--- config.mk ---
export PLATFORM = sky130hd
export DESIGN_NAME = horizontal_predictor_strip
export DESIGN_NICKNAME = d
export VERILOG_FILES = /design/src/rtl/hps_pkg.sv /design/src/rtl/horizontal_predictor_strip.sv /design/src/rtl/hps_core.sv /design/src/rtl/hps_out_queue.sv
export SDC_FILE = /design/constraint.sdc
export NUM_CORES = 1
export LEC_CHECK = 0
export ABC_AREA = 1
export BUFFER_PORTS_ARGS = -buffer_cell sky130_fd_sc_hd__buf_2
export CORE_ASPECT_RATIO = 0.9
export CORE_MARGIN = 1
export CORE_UTILIZATION = 52
export CTS_CLUSTER_DIAMETER = 40
export DETAILED_ROUTE_END_ITERATION = 7
export PLACE_DENSITY = 0.73
export SLEW_MARGIN = 20
export SYNTH_ARGS = -nofsm -noshare
export SYNTH_HDL_FRONTEND = slang
export SYNTH_SLANG_ARGS = --single-unit
--- constraint.sdc ---
create_clock -name clk -period 8.8 [get_ports clk]
set_clock_uncertainty 0.1 [all_clocks]
set_input_delay 1.76 -clock clk [delete_from_list [all_inputs] [get_ports clk]]
set_output_delay 1.76 -clock clk [all_outputs]
set_load 0.005 [all_outputs]
--- src/rtl/hps_pkg.sv ---
`timescale 1ns / 1ps

package hps_pkg;

    localparam int CFG_IDX_W   = 3;
    localparam int CFG_DATA_W  = 16;
    localparam int SIZE_W      = 2;
    localparam int CHAN_CFG_W  = 4;
    localparam int ROW_W       = 16;
    localparam int BYTE_W      = 8;

    localparam logic [CFG_IDX_W-1:0] REG_SAMPLE_SIZE = 3'd0;
    localparam logic [CFG_IDX_W-1:0] REG_PREDICTOR   = 3'd1;
    localparam logic [CFG_IDX_W-1:0] REG_SWAP        = 3'd2;
    localparam logic [CFG_IDX_W-1:0] REG_CHANNELS    = 3'd3;
    localparam logic [CFG_IDX_W-1:0] REG_ROW_WIDTH   = 3'd4;

    localparam logic [SIZE_W-1:0] SIZE_8BIT  = 2'd0;
    localparam logic [SIZE_W-1:0] SIZE_16BIT = 2'd1;

    localparam int QUEUE_DEPTH = 4;
    localparam int QUEUE_PTR_W = $clog2(QUEUE_DEPTH);
    localparam int QUEUE_CNT_W = $clog2(QUEUE_DEPTH + 1);

    typedef struct packed {
        logic [SIZE_W-1:0]     sample_size_code;
        logic                  predictor_on;
        logic                  swap_on;
        logic [CHAN_CFG_W-1:0] channels;
        logic [ROW_W-1:0]      row_width;
    } cfg_t;

    typedef struct packed {
        logic [BYTE_W-1:0] data;
        logic              last;
    } entry_t;

    typedef struct packed {
        logic [1:0] count;
        entry_t     first;
        entry_t     second;
    } result_t;

endpackage

--- src/rtl/horizontal_predictor_strip.sv ---
`timescale 1ns / 1ps

// Horizontal differencing predictor and byte-pair swapper for one image strip.
// The block takes one strip byte per cycle and puts out at most one byte per
// cycle. Each accepted byte is worked on in the cycle of its transfer and its
// results go into a four-entry output queue, so the earliest result shows in the
// cycle after the input transfer. The input stalls only while fewer than two
// queue entries are free, which is set by the output side taking results; with
// the output never stalled the block sustains one byte per cycle in every mode.
// In 16-bit swap mode the first byte of a pair gives no result and both
// bytes leave after the second one arrives. The user must write configuration
// through the plain write port only while no strip is in flight; not enforced.
module horizontal_predictor_strip
    import hps_pkg::*;
#(
    parameter int MAX_CHANNELS = 8
)
(
    input  logic                  clk,
    input  logic                  rst_n,
    input  logic                  cfg_we,
    input  logic [CFG_IDX_W-1:0]  cfg_index,
    input  logic [CFG_DATA_W-1:0] cfg_data,
    input  logic                  in_valid,
    output logic                  in_stall,
    input  logic [BYTE_W-1:0]     data_byte,
    input  logic                  in_last,
    output logic                  out_valid,
    input  logic                  out_stall,
    output logic [BYTE_W-1:0]     out_byte,
    output logic                  out_last
);

    cfg_t    cfg_reg;
    result_t result;
    logic    accept;
    logic    full;

    assign in_stall = full;
    assign accept   = in_valid && !in_stall;

    always_ff @(posedge clk or negedge rst_n)
    begin
        if (!rst_n)
        begin
            cfg_reg.sample_size_code <= SIZE_8BIT;
            cfg_reg.predictor_on     <= 1'b0;
            cfg_reg.swap_on          <= 1'b0;
            cfg_reg.channels         <= CHAN_CFG_W'(1);
            cfg_reg.row_width        <= ROW_W'(1);
        end
        else if (cfg_we)
        begin
            unique case (cfg_index)
                REG_SAMPLE_SIZE: cfg_reg.sample_size_code <= cfg_data[SIZE_W-1:0];
                REG_PREDICTOR:   cfg_reg.predictor_on     <= cfg_data[0];
                REG_SWAP:        cfg_reg.swap_on          <= cfg_data[0];
                REG_CHANNELS:    cfg_reg.channels         <= cfg_data[CHAN_CFG_W-1:0];
                REG_ROW_WIDTH:   cfg_reg.row_width        <= cfg_data[ROW_W-1:0];
                default:         cfg_reg                  <= cfg_reg;
            endcase
        end
    end

    hps_core #(
        .MAX_CHANNELS(MAX_CHANNELS)
    ) u_core (
        .clk      (clk),
        .rst_n    (rst_n),
        .cfg      (cfg_reg),
        .accept   (accept),
        .data_byte(data_byte),
        .in_last  (in_last),
        .result   (result)
    );

    hps_out_queue u_queue (
        .clk      (clk),
        .rst_n    (rst_n),
        .result   (result),
        .full     (full),
        .out_valid(out_valid),
        .out_stall(out_stall),
        .out_byte (out_byte),
        .out_last (out_last)
    );

endmodule

--- src/rtl/hps_core.sv ---
`timescale 1ns / 1ps

module hps_core
    import hps_pkg::*;
#(
    parameter int MAX_CHANNELS = 8
)
(
    input  logic              clk,
    input  logic              rst_n,
    input  cfg_t              cfg,
    input  logic              accept,
    input  logic [BYTE_W-1:0] data_byte,
    input  logic              in_last,
    output result_t           result
);

    localparam int CH_W = (MAX_CHANNELS > 1) ? $clog2(MAX_CHANNELS) : 1;
    localparam logic [CHAN_CFG_W-1:0] MAX_CH_CODE = CHAN_CFG_W'(MAX_CHANNELS);

    logic [BYTE_W-1:0] left_reg [MAX_CHANNELS];
    logic [ROW_W-1:0]  pixel_index_reg, pixel_index_next;
    logic [CH_W-1:0]   channel_index_reg, channel_index_next;
    logic [BYTE_W-1:0] held_byte_reg, held_byte_next;
    logic              held_valid_reg, held_valid_next;

    logic [CHAN_CFG_W-1:0] nch;
    logic [CHAN_CFG_W-1:0] ch_eff;
    logic [CH_W-1:0]       ch_sel;
    logic [ROW_W-1:0]      wid;
    logic                  diff_mode;
    logic                  swap_mode;
    logic                  pixel_done;
    logic [BYTE_W-1:0]     res_byte;

    always_comb
    begin
        if (cfg.channels == '0)
        begin
            nch = CHAN_CFG_W'(1);
        end
        else if (cfg.channels > MAX_CH_CODE)
        begin
            nch = MAX_CH_CODE;
        end
        else
        begin
            nch = cfg.channels;
        end

        if (CHAN_CFG_W'(channel_index_reg) >= nch)
        begin
            ch_eff = nch - CHAN_CFG_W'(1);
        end
        else
        begin
            ch_eff = CHAN_CFG_W'(channel_index_reg);
        end
        ch_sel = ch_eff[CH_W-1:0];

        wid = (cfg.row_width == '0) ? ROW_W'(1) : cfg.row_width;

        diff_mode = (cfg.sample_size_code == SIZE_8BIT) && cfg.predictor_on;
        swap_mode = (cfg.sample_size_code == SIZE_16BIT) && cfg.swap_on;

        if (diff_mode && (pixel_index_reg != '0))
        begin
            res_byte = data_byte - left_reg[ch_sel];
        end
        else
        begin
            res_byte = data_byte;
        end

        pixel_done = ({1'b0, ch_eff} + (CHAN_CFG_W + 1)'(1)) >= {1'b0, nch};

        if (pixel_done)
        begin
            channel_index_next = '0;
            if (({1'b0, pixel_index_reg} + (ROW_W + 1)'(1)) >= {1'b0, wid})
            begin
                pixel_index_next = '0;
            end
            else
            begin
                pixel_index_next = pixel_index_reg + ROW_W'(1);
            end
        end
        else
        begin
            channel_index_next = ch_sel + CH_W'(1);
            pixel_index_next   = pixel_index_reg;
        end

        held_byte_next  = held_byte_reg;
        held_valid_next = held_valid_reg;
        result          = '0;

        if (swap_mode)
        begin
            if (held_valid_reg)
            begin
                result.count       = 2'd2;
                result.first.data  = data_byte;
                result.first.last  = 1'b0;
                result.second.data = held_byte_reg;
                result.second.last = in_last;
                held_valid_next    = 1'b0;
                held_byte_next     = '0;
            end
            else if (in_last)
            begin
                result.count      = 2'd1;
                result.first.data = data_byte;
                result.first.last = 1'b1;
            end
            else
            begin
                held_byte_next  = data_byte;
                held_valid_next = 1'b1;
            end
        end
        else
        begin
            if (held_valid_reg)
            begin
                result.count       = 2'd2;
                result.first.data  = held_byte_reg;
                result.first.last  = 1'b0;
                result.second.data = res_byte;
                result.second.last = in_last;
                held_valid_next    = 1'b0;
                held_byte_next     = '0;
            end
            else
            begin
                result.count      = 2'd1;
                result.first.data = res_byte;
                result.first.last = in_last;
            end
        end

        if (in_last)
        begin
            pixel_index_next   = '0;
            channel_index_next = '0;
            held_byte_next     = '0;
            held_valid_next    = 1'b0;
        end

        if (!accept)
        begin
            result.count = 2'd0;
        end
    end

    always_ff @(posedge clk or negedge rst_n)
    begin
        if (!rst_n)
        begin
            pixel_index_reg   <= '0;
            channel_index_reg <= '0;
            held_byte_reg     <= '0;
            held_valid_reg    <= 1'b0;
        end
        else if (accept)
        begin
            pixel_index_reg   <= pixel_index_next;
            channel_index_reg <= channel_index_next;
            held_byte_reg     <= held_byte_next;
            held_valid_reg    <= held_valid_next;
        end
    end

    always_ff @(posedge clk)
    begin
        if (accept && diff_mode)
        begin
            left_reg[ch_sel] <= data_byte;
        end
    end

endmodule

--- src/rtl/hps_out_queue.sv ---
`timescale 1ns / 1ps

module hps_out_queue
    import hps_pkg::*;
(
    input  logic              clk,
    input  logic              rst_n,
    input  result_t           result,
    output logic              full,
    output logic              out_valid,
    input  logic              out_stall,
    output logic [BYTE_W-1:0] out_byte,
    output logic              out_last
);

    localparam logic [QUEUE_CNT_W-1:0] ROOM_LIMIT = QUEUE_CNT_W'(QUEUE_DEPTH - 2);

    entry_t                 store [QUEUE_DEPTH];
    logic [QUEUE_PTR_W-1:0] head_reg, head_next;
    logic [QUEUE_PTR_W-1:0] tail_reg, tail_next;
    logic [QUEUE_CNT_W-1:0] count_reg, count_next;
    logic                   pop;
    logic [QUEUE_PTR_W-1:0] tail_plus1;

    assign out_valid  = (count_reg != '0);
    assign out_byte   = store[head_reg].data;
    assign out_last   = store[head_reg].last;
    assign full       = (count_reg > ROOM_LIMIT);
    assign pop        = out_valid && !out_stall;
    assign tail_plus1 = tail_reg + QUEUE_PTR_W'(1);

    always_comb
    begin
        head_next  = pop ? head_reg + QUEUE_PTR_W'(1) : head_reg;
        tail_next  = tail_reg + QUEUE_PTR_W'(result.count);
        count_next = count_reg + QUEUE_CNT_W'(result.count) - QUEUE_CNT_W'(pop);
    end

    always_ff @(posedge clk or negedge rst_n)
    begin
        if (!rst_n)
        begin
            head_reg  <= '0;
            tail_reg  <= '0;
            count_reg <= '0;
        end
        else
        begin
            head_reg  <= head_next;
            tail_reg  <= tail_next;
            count_reg <= count_next;
        end
    end

    always_ff @(posedge clk)
    begin
        if (result.count != 2'd0)
        begin
            store[tail_reg] <= result.first;
        end
        if (result.count == 2'd2)
        begin
            store[tail_plus1] <= result.second;
        end
    end

endmodule

==> run summary, run 1 <==
Share of the clock period used by the worst path after layout = 58.20%
Unrepaired setup endpoints after global routing = no
I/O Buffers = 43
Worst-margin pin slew = 1004 ps
Number of detailed-route iterations in the first pass = 5
Site Rows = 43
Via count of the first global-routing pass = 5,984
Setup bufs post-CTS = 0
Largest register FFs = 64
Result of the run = completed
Category of the worst setup path capture point = flip-flop
Htree depth = 4
Detailed-route wire length per cell = 15.51 um
Synth cell count leaders = 187 x sky130_fd_sc_hd__nand2_1, 111 x sky130_fd_sc_hd__inv_1, 110 x sky130_fd_sc_hd__o21ai_0, 100 x sky130_fd_sc_hd__edfxtp_1, 81 x sky130_fd_sc_hd__nor2_1
Sequential-to-total area share from yosys stat = 53.53%
Dpl hpwl = 12.64 mm
Proportion of netlist area held by the largest area contributor = 35.86%
Clock tree root driver cell = sky130_fd_sc_hd__clkbuf_16
# hold bufs at CTS = 0
Horiz. Die Dim = 135.8 um
Path class of the lowest-slack min-delay path = flip-flop to flip-flop
Basic-gate share of the synthesized area counting and, or, nand and nor cells = 18.71%
GRT Overall Usage = 23.78%
Commonest register cell after synthesis = sky130_fd_sc_hd__edfxtp_1
Max Clock Freq = 195.2 MHz
Fraction of the mapped netlist area in adder cells = 6.306%
Count of cell types in the netlist = 44
Flip-flop and latch count after synthesis = 159
Final Wtd Congestion = 0.8529
Yosys synthesis warning count = 0
Footprint of the multi-input gates = 0.003354 mm^2
Net count, final = 1,032
Total via count after detailed routing = 6,434
# placed instances = 1,141
Global-route wire length before repair = 29.85 mm
WP data required = 8860 ps
Accumulated negative setup slack = 0 ps
Max-capacitance violation count = 0
Area delta synth->final = 11.70%
Post-synthesis xor/xnor area fraction = 2.301%
Max-slew violation count = 0
Synthesized-area fraction occupied by ao, oa, aoi and oai cells = 12.75%
Syn nets = 990
Dominant combinational cell family by area after synthesis = simple AND/OR/NAND/NOR gates
Via density per instance = 5.485
Placed cell area = 0.008766 mm^2
Post-route cell area = 0.009353 mm^2
Data arrival time of the critical path = 5180 ps
Antenna violations before repair = 0
Cell with the most instances after synthesis = sky130_fd_sc_hd__nand2_1
Most utilized layer in the global route result = met2
Area used by sequential logic in the layout = 0.004482 mm^2
Inserted Clock Buffers = 17
Starting Density = 53.85%
Number of diodes = 0
Clk pin slew, worst setup/hold paths = 70 ps
Final number of hold-violating endpoints = 0
Dominant cell type by area after synthesis = sky130_fd_sc_hd__edfxtp_1
GRT met2 Usage = 35.43%
Top post-synthesis cells by area = sky130_fd_sc_hd__edfxtp_1 36%, sky130_fd_sc_hd__dfrtp_1 17%, sky130_fd_sc_hd__nand2_1 8.4%
Fraction of final layout cells sized beyond drive strength 1 = 11.12%
Routed Antenna Nets = 0
TritonCTS clock tree = done
Period minus WS final = 5122 ps
I/O pin total = 44
Drt first-iter violations = 821
Maximum fanout encountered on the critical timing path = 32
TritonCTS sink count = 159
Max Root-Sink Buffers = 2
Async SR Flop Fraction = 37.11%
Largest net degree at the start of global routing = 60
Leakage power of the design = 4.029 nW
Synthesized area divided by synthesized cell count = 9.141 um^2
Max-slew headroom = 32.65%
Peak supply drop = 0.2543 mV
Met1 track demand over resource = 33.75%
Setup violators final = 0
Die Span Y = 122.4 um
Count of flip-flops with a built-in enable after synthesis = 100
PD cells = 362.2 mW/mm^2
Core footprint = 0.01555 mm^2
Filler instances = 1,306
Worst-skew pair later-pin latency = 440 ps
Residual overflow from global routing = 0
Crit path kind = flip-flop to flip-flop
Wire length after detailed routing = 18.19 mm
Routing usage on met3 = 6.485%
Fraction of synthesized area in multiplexers = 0%
Filler-free cell count of the finished design = 1,173
Remaining routing DRC violations = 0
Area of the die = 0.01661 mm^2
Gate count of the mapped netlist = 916
Startpoint Class = flip-flop
Total standard cell area after synthesis = 0.008373 mm^2
Number of gates given a new drive strength after cts = 0
routing by layer:
metal / share of wire [%] / routed length, um
met1: 48 / 8652
met2: 45 / 8253
met3: 5.8 / 1054
met4: 1.3 / 233
met5: 0 / 0
kinds of logic (layout without fill, tap and decap cells):
kind of cell             after synthesis  after routing
AO/OA/AOI/OAI                        196            196
XOR/XNOR                              22             22
flip-flops                           159            159
AND/OR/NAND/NOR                      358            358
adder cells (fa/ha/maj)               41             41
buffers and inverters                140            195
through the flow:
stage	power (mW)	setup WS, ps	hold slack (ps)	utilization [%]
detailed placement	2.644	3721	389.6	56.38
global route	3.681	3063	423.3	60.15
global placement	2.605	3966	374.5	56.38
floorplan	2.254	4516	353.0	-
CTS	3.388	3684	407.6	60.15
finish	3.388	3678	403.7	60.15
worst paths after layout:
| kind | start | endpoint | slack (ps) | depth (start not counted) |
|---|---|---|---|---|
| worst max-delay path | cfg_reg[17] | u_queue.store[0][7] | 3680 | 25 |
| worst min-delay path | cfg_reg[20] | cfg_reg[20] | 400 | 2 |
| worst max register to register | cfg_reg[17] | u_queue.store[0][7] | 3680 | 25 |
| worst min register to register | cfg_reg[20] | cfg_reg[20] | 400 | 2 |
| max in group asynchronous | rst_n | u_core.held_byte_reg[4] | 6690 | 2 |
| min in group asynchronous | rst_n | cfg_reg[22] | 1380 | 2 |
placed cells by master, fill, tap and decap left out, types with 16 or more instances in the layout:
master                      count
sky130_fd_sc_hd__a21oi_1       30
sky130_fd_sc_hd__buf_2         43
sky130_fd_sc_hd__clkbuf_16     17
sky130_fd_sc_hd__dfrtp_1       57
sky130_fd_sc_hd__edfxtp_1     100
sky130_fd_sc_hd__ha_1          39
sky130_fd_sc_hd__inv_1        111
sky130_fd_sc_hd__nand2_1      187
sky130_fd_sc_hd__nand3_1       38
sky130_fd_sc_hd__nand4_1       16
sky130_fd_sc_hd__nor2_1        81
sky130_fd_sc_hd__o21ai_0      107
sky130_fd_sc_hd__o22ai_1       33
sky130_fd_sc_hd__xor2_1        17
final cells by class:
| cell class | count | share of cell area (%) |
|---|---|---|
| flip-flops and latches | 159 | 47.92 |
| clock buffers | 18 | 4.589 |
| clock inverters | 14 | 1.686 |
| repair buffers | 46 | 2.542 |
| multi-input cells | 617 | 35.87 |
| well taps | 202 | 2.702 |
| inverters | 117 | 4.696 |
worst max-delay path, stage by stage (launching register included):
cell and delay, ps:
sky130_fd_sc_hd__dfrtp_1 380, sky130_fd_sc_hd__or2_1 240, sky130_fd_sc_hd__o21ai_0 160, sky130_fd_sc_hd__nand2_1 130, sky130_fd_sc_hd__ha_1 310, sky130_fd_sc_hd__nand2_1 70
sky130_fd_sc_hd__nand2_1 60, sky130_fd_sc_hd__nand2_2 130, sky130_fd_sc_hd__nand3_4 120, sky130_fd_sc_hd__nand2_1 90, sky130_fd_sc_hd__nand2_1 570, sky130_fd_sc_hd__o21ai_0 320
sky130_fd_sc_hd__o32ai_1 170, sky130_fd_sc_hd__ha_1 220, sky130_fd_sc_hd__fa_1 400, sky130_fd_sc_hd__o21ai_0 270, sky130_fd_sc_hd__nand2_1 110, sky130_fd_sc_hd__nand2_1 70
sky130_fd_sc_hd__a21oi_1 70, sky130_fd_sc_hd__xnor2_1 120, sky130_fd_sc_hd__o21ai_0 210, sky130_fd_sc_hd__o21ai_0 110, sky130_fd_sc_hd__nand2_1 80, sky130_fd_sc_hd__o21ai_0 180
sky130_fd_sc_hd__nand2_1 90, sky130_fd_sc_hd__o21ai_0 90
report_power, final:
part / internal [mW] / leakage, nW / switching [mW] / total [mW]
Sequential: 0.944 / 1.64 / 0.0927 / 1.04
Clock: 0.422 / 0.280 / 0.312 / 0.734
Combinational: 0.584 / 2.11 / 1.03 / 1.62
Total: 1.95 / 4.03 / 1.44 / 3.39
Power figures use the tool's default switching activity.
==> run 2: changes to the inputs <==
Clock period 8.8 ns to 5.2 ns, I/O delays scaled along.
==> run summary, run 2 (same netlist as run 1, synthesis figures left out) <==
Largest net degree at the start of global routing = 60
Max-slew headroom = 36.63%
Die Span Y = 122.4 um
Proportion of power drawn by the clock network = 21.6%
Max Root-Sink Buffers = 2
Max-slew violation count = 0
Final Wtd Congestion = 0.8637
Number of detailed-route iterations in the first pass = 5
Area of the die = 0.01661 mm^2
Filler-free cell count of the finished design = 1,177
Residual overflow from global routing = 0
Setup violators final = 0
I/O pin total = 44
WP data required = 5260 ps
Remaining routing DRC violations = 0
Number of diodes = 0
Cell repeated most along the worst path = sky130_fd_sc_hd__nand2_1
Worst-skew pair later-pin latency = 430 ps
Data arrival time of the critical path = 4760 ps
# placed instances = 1,145
Unrepaired setup endpoints after global routing = no
Area used by sequential logic in the layout = 0.004482 mm^2
Post-route total power = 5.823 mW
Dpl hpwl = 12.75 mm
Hold WS = 397.2 ps
Net count, final = 1,037
Drt first-iter violations = 741
TritonCTS sink count = 159
Via density per instance = 5.515
Largest stage delay, worst path = 400 ps
Worst setup slack after layout = 496.0 ps
Horiz. Die Dim = 135.8 um
Via count of the first global-routing pass = 6,033
Maximum fanout encountered on the critical timing path = 8
Flop pwr share = 29.7%
Starting Density = 53.85%
Int Pwr = 3.379 mW
Largest register FFs = 64
Fraction of final layout cells sized beyond drive strength 1 = 11.49%
Slowest library cell on the worst path = sky130_fd_sc_hd__dfrtp_1
Detailed-route wire length per cell = 15.55 um
Post-place setup slack = 451.5 ps
Result of the run = completed
Worst-margin pin slew = 944.2 ps
Crit path kind = flip-flop to flip-flop
Total via count after detailed routing = 6,491
Period minus WS final = 4704 ps
Routed Antenna Nets = 0
Antenna violations before repair = 0
Clock tree root driver cell = sky130_fd_sc_hd__clkbuf_16
TritonCTS clock tree = done
Max-capacitance violation count = 0
Share of the clock period used by the worst path after layout = 90.46%
Most common cell after layout, fill and taps aside = sky130_fd_sc_hd__nand2_1
Final number of hold-violating endpoints = 0
Clk pin slew, worst setup/hold paths = 60 ps
Wire length after detailed routing = 18.30 mm
Peak supply drop = 0.3104 mV
Area delta synth->final = 12.27%
Category of the worst setup path capture point = flip-flop
Commonest non-fill, non-tap cells in the layout = 187 x sky130_fd_sc_hd__nand2_1, 111 x sky130_fd_sc_hd__inv_1, 106 x sky130_fd_sc_hd__o21ai_0, 100 x sky130_fd_sc_hd__edfxtp_1, 81 x sky130_fd_sc_hd__nor2_1
Switching share of power = 41.96%
Startpoint Class = flip-flop
Global-route wire length before repair = 30.28 mm
Filler instances = 1,284
Site Rows = 43
I/O Buffers = 43
Leakage power of the design = 4.058 nW
Net Sw Power = 2.443 mW
Path class of the lowest-slack min-delay path = flip-flop to flip-flop
Comb power frac = 48.7%
Core footprint = 0.01555 mm^2
Inserted Clock Buffers = 17
Footprint of the multi-input gates = 0.003359 mm^2
PD cells = 619.4 mW/mm^2
GRT Overall Usage = 23.91%
Max Clock Freq = 212.6 MHz
Htree depth = 4
Accumulated negative setup slack = 0 ps
==> run 2: worst max-delay path: cells and delay by family, from the launching register on <==
family | cells | cell delay [ps]
buffers and inverters | 1 | 120
XOR/XNOR | 1 | 120
AND/OR/NAND/NOR | 13 | 1460
AO/OA/AOI/OAI | 10 | 1310
flip-flops | 1 | 400
adder cells (fa/ha/maj) | 3 | 920
==> run 2: power groups by stage <==
| stage | Combinational (mW) | Clock [mW] | Sequential (mW) |
|---|---|---|---|
| after floorplan | 2.11 | 0 | 1.71 |
| after global placement | 2.72 | 0 | 1.75 |
| after detailed placement | 2.78 | 0 | 1.75 |
| after CTS | 2.81 | 1.28 | 1.73 |
| after global routing | 3.23 | 1.33 | 1.75 |
| final | 2.83 | 1.26 | 1.73 |
==> run 2: timing repair <==
item	4_1_cts	5_1_grt
buffers inserted	0	1
resized for setup	0	1
endpoints found under the setup margin	0	5
hold buffers	0	0
==> run 2: path summary, 6_finish.rpt <==
path	start	end	slack, ps	cells past startpoint
max reg2reg	cfg_reg[18]	u_queue.store[1][7]	500	28
min	cfg_reg[20]	cfg_reg[20]	400	2
max in group asynchronous	rst_n	u_queue.tail_reg[0]	3820	2
max	cfg_reg[18]	u_queue.store[1][7]	500	28
min in group asynchronous	rst_n	cfg_reg[12]	670	2
min reg2reg	cfg_reg[20]	cfg_reg[20]	400	2
==> run 2: per-stage QoR <==
stage	cell area [um^2]	util [%]
finish	9400	60.46
global route	9400	60.46
CTS	9388	60.38
detailed placement	8796	56.57
global placement	8796	56.57
floorplan	8373	-
==> run 2: area by class of cell <==
| class | instances | area share (%) |
|---|---|---|
| flip-flops and latches | 159 | 47.68 |
| multi-input cells | 617 | 35.74 |
| inverters | 117 | 4.672 |
| clock buffers | 18 | 4.565 |
| repair buffers | 51 | 2.928 |
| well taps | 202 | 2.689 |
| clock inverters | 13 | 1.730 |
==> run 2: layer usage <==
metal / track usage [%] / share of wire [%] / up-vias
met2: 36.48 / 44 / 256
met3: 5.039 / 7.2 / 30
li1: - / - / 3213
met4: 8.497 / 1.9 / 0
met1: 33.75 / 47 / 2992
met5: 0 / 0 / -
==> run 3: changes to the inputs <==
Settings changed: PLACE_DENSITY 0.73 to 0.78.
==> run summary, run 3 (same netlist as run 1, synthesis figures left out) <==
Startpoint Class = flip-flop
Int Pwr = 3.427 mW
Period minus WS final = 4704 ps
Antenna violations before repair = 0
Area of the die = 0.01661 mm^2
GRT Overall Usage = 23.30%
Final Wtd Congestion = 0.8524
Setup bufs post-CTS = 0
I/O pin total = 44
Filler instances = 1,267
Horiz. Die Dim = 135.8 um
TritonCTS clock tree = done
Die Span Y = 122.4 um
Clock tree root driver cell = sky130_fd_sc_hd__clkbuf_16
Switching share of power = 41.92%
Max Clock Freq = 212.6 MHz
Remaining routing DRC violations = 0
Proportion of power drawn by the clock network = 23.2%
Crit path cell chain = or2_1, o21ai_0, nand2_1, ha_1, nand2_1, inv_2, nand2_2, nand3_4, nand2_2, nand2_2, nand2_1, nand3_1, nand4_1, ha_1, a21o_1, nor2_1, nor2_1, or2_1, a21oi_1, xnor2_1, o21ai_1, o21ai_0, a22oi_1, o21ai_0
Clk pin slew, worst setup/hold paths = 70 ps
Core footprint = 0.01555 mm^2
Path class of the lowest-slack min-delay path = flip-flop to flip-flop
Hold WS = 401.5 ps
Wire length after detailed routing = 18.14 mm
Post-route cell area = 0.009437 mm^2
Category of the worst setup path capture point = flip-flop
Crit path kind = flip-flop to flip-flop
Largest register FFs = 64
Final number of hold-violating endpoints = 0
Maximum fanout encountered on the critical timing path = 32
Largest stage delay, worst path = 440 ps
Setup violators final = 0
Dpl hpwl = 12.63 mm
Site Rows = 43
Max-slew headroom = 29.40%
Starting Density = 53.85%
Unrepaired setup endpoints after global routing = no
Slowest library cell on the worst path = sky130_fd_sc_hd__nand2_2
Leakage power of the design = 4.078 nW
Max Root-Sink Buffers = 2
Fraction of final layout cells sized beyond drive strength 1 = 11.50%
TritonCTS sink count = 159
Drt first-iter violations = 725
Share of the clock period used by the worst path after layout = 90.46%
Area delta synth->final = 12.70%
Routed Antenna Nets = 0
Largest net degree at the start of global routing = 60
WP data required = 5270 ps
Net Sw Power = 2.473 mW
Final core area utilization = 60.69%
PD cells = 625.3 mW/mm^2
Result of the run = completed
Commonest non-fill, non-tap cells in the layout = 187 x sky130_fd_sc_hd__nand2_1, 111 x sky130_fd_sc_hd__inv_1, 106 x sky130_fd_sc_hd__o21ai_0, 100 x sky130_fd_sc_hd__edfxtp_1, 81 x sky130_fd_sc_hd__nor2_1
Most common cell after layout, fill and taps aside = sky130_fd_sc_hd__nand2_1
Worst-skew pair later-pin latency = 440 ps
Inserted Clock Buffers = 17
I/O Buffers = 43
Number of diodes = 0
Via count of the first global-routing pass = 6,067
Total via count after detailed routing = 6,457
Detailed-route wire length per cell = 15.43 um
Max-capacitance violation count = 0
Global-route wire length before repair = 29.28 mm
Footprint of the multi-input gates = 0.003354 mm^2
Flop pwr share = 29.7%
Area used by sequential logic in the layout = 0.004482 mm^2
Peak supply drop = 0.3048 mV
Placed cell area = 0.008788 mm^2
Accumulated negative setup slack = 0 ps
Net count, final = 1,035
Number of detailed-route iterations in the first pass = 5
Worst-margin pin slew = 1052 ps
Via density per instance = 5.491
Data arrival time of the critical path = 4780 ps
Htree depth = 4
Max-slew violation count = 0
Comb power frac = 47.2%
Residual overflow from global routing = 0
[run 3: changes by cell type in the layout (fill, tap and decap cells not counted), sizes merged]
cell | previous run | this run
bufinv | 3 | 4
clkinvlp | 2 | 1
clkinv | 6 | 4
buf | 51 | 49
clkbuf | 18 | 17
inv | 119 | 123
[run 3: layout make-up]
cell class / count / area share (%)
multi-input combinational: 617 / 35.55
clock buffer: 17 / 4.508
tap: 202 / 2.678
inverter: 117 / 4.654
clock inverter: 15 / 2.360
sequential: 159 / 47.49
timing repair buffer: 49 / 2.758
[run 3: critical path: cells and delay by family (launching register included)]
family | cells | cell delay (ps)
xor gates and xnor gates | 1 | 100
AOI/OAI and AO/OA | 7 | 1140
adders and majority gates | 2 | 670
buffers and inverters | 1 | 50
DFF | 1 | 390
and+or+nand+nor | 13 | 1970
[run 3: power by group through the flow]
| stage | logic, mW | clock network (mW) | registers (mW) |
|---|---|---|---|
| after CTS | 2.76 | 1.38 | 1.75 |
| after floorplan | 2.11 | 0 | 1.71 |
| final | 2.78 | 1.37 | 1.75 |
| after detailed placement | 2.74 | 0 | 1.77 |
| after global placement | 2.67 | 0 | 1.77 |
| after global routing | 3.17 | 1.43 | 1.77 |
[run 3: final timing paths]
kind	start	depth (start not counted)	to	slack, ps
worst max-delay path	cfg_reg[17]	24	u_queue.store[0][6]	500
worst min-delay path	cfg_reg[16]	2	cfg_reg[16]	400
worst max register to register	cfg_reg[17]	24	u_queue.store[0][6]	500
max in group asynchronous	rst_n	2	u_queue.tail_reg[1]	3830
worst min register to register	cfg_reg[16]	2	cfg_reg[16]	400
min in group asynchronous	rst_n	2	cfg_reg[7]	650
[run 3: metrics by stage]
step           total power [mW]  setup slack [ps]  instances
3_5_place_dp              4.510             427.4       1144
6_report                  5.900             496.0       1176
4_1_cts                   5.885             409.9       1176
3_3_place_gp              4.434             549.0       1144
2_1_floorplan             3.815             915.5        916
5_1_grt                   6.366             34.15       1176
[run 3: what timing repair did]
item,CTS,global route
hold buffers,0,0
setup endpoints to repair,0,8
resized for setup,0,2
[run 3: layer usage]
metal / vias to the layer above / routed length, um / GRT usage [%]
li1: 3213 / - / -
met1: 3005 / 8375 / 31.54
met2: 211 / 8380 / 37.05
met3: 28 / 1127 / 5.163
met4: 0 / 256 / 7.935
met5: - / 0 / 0
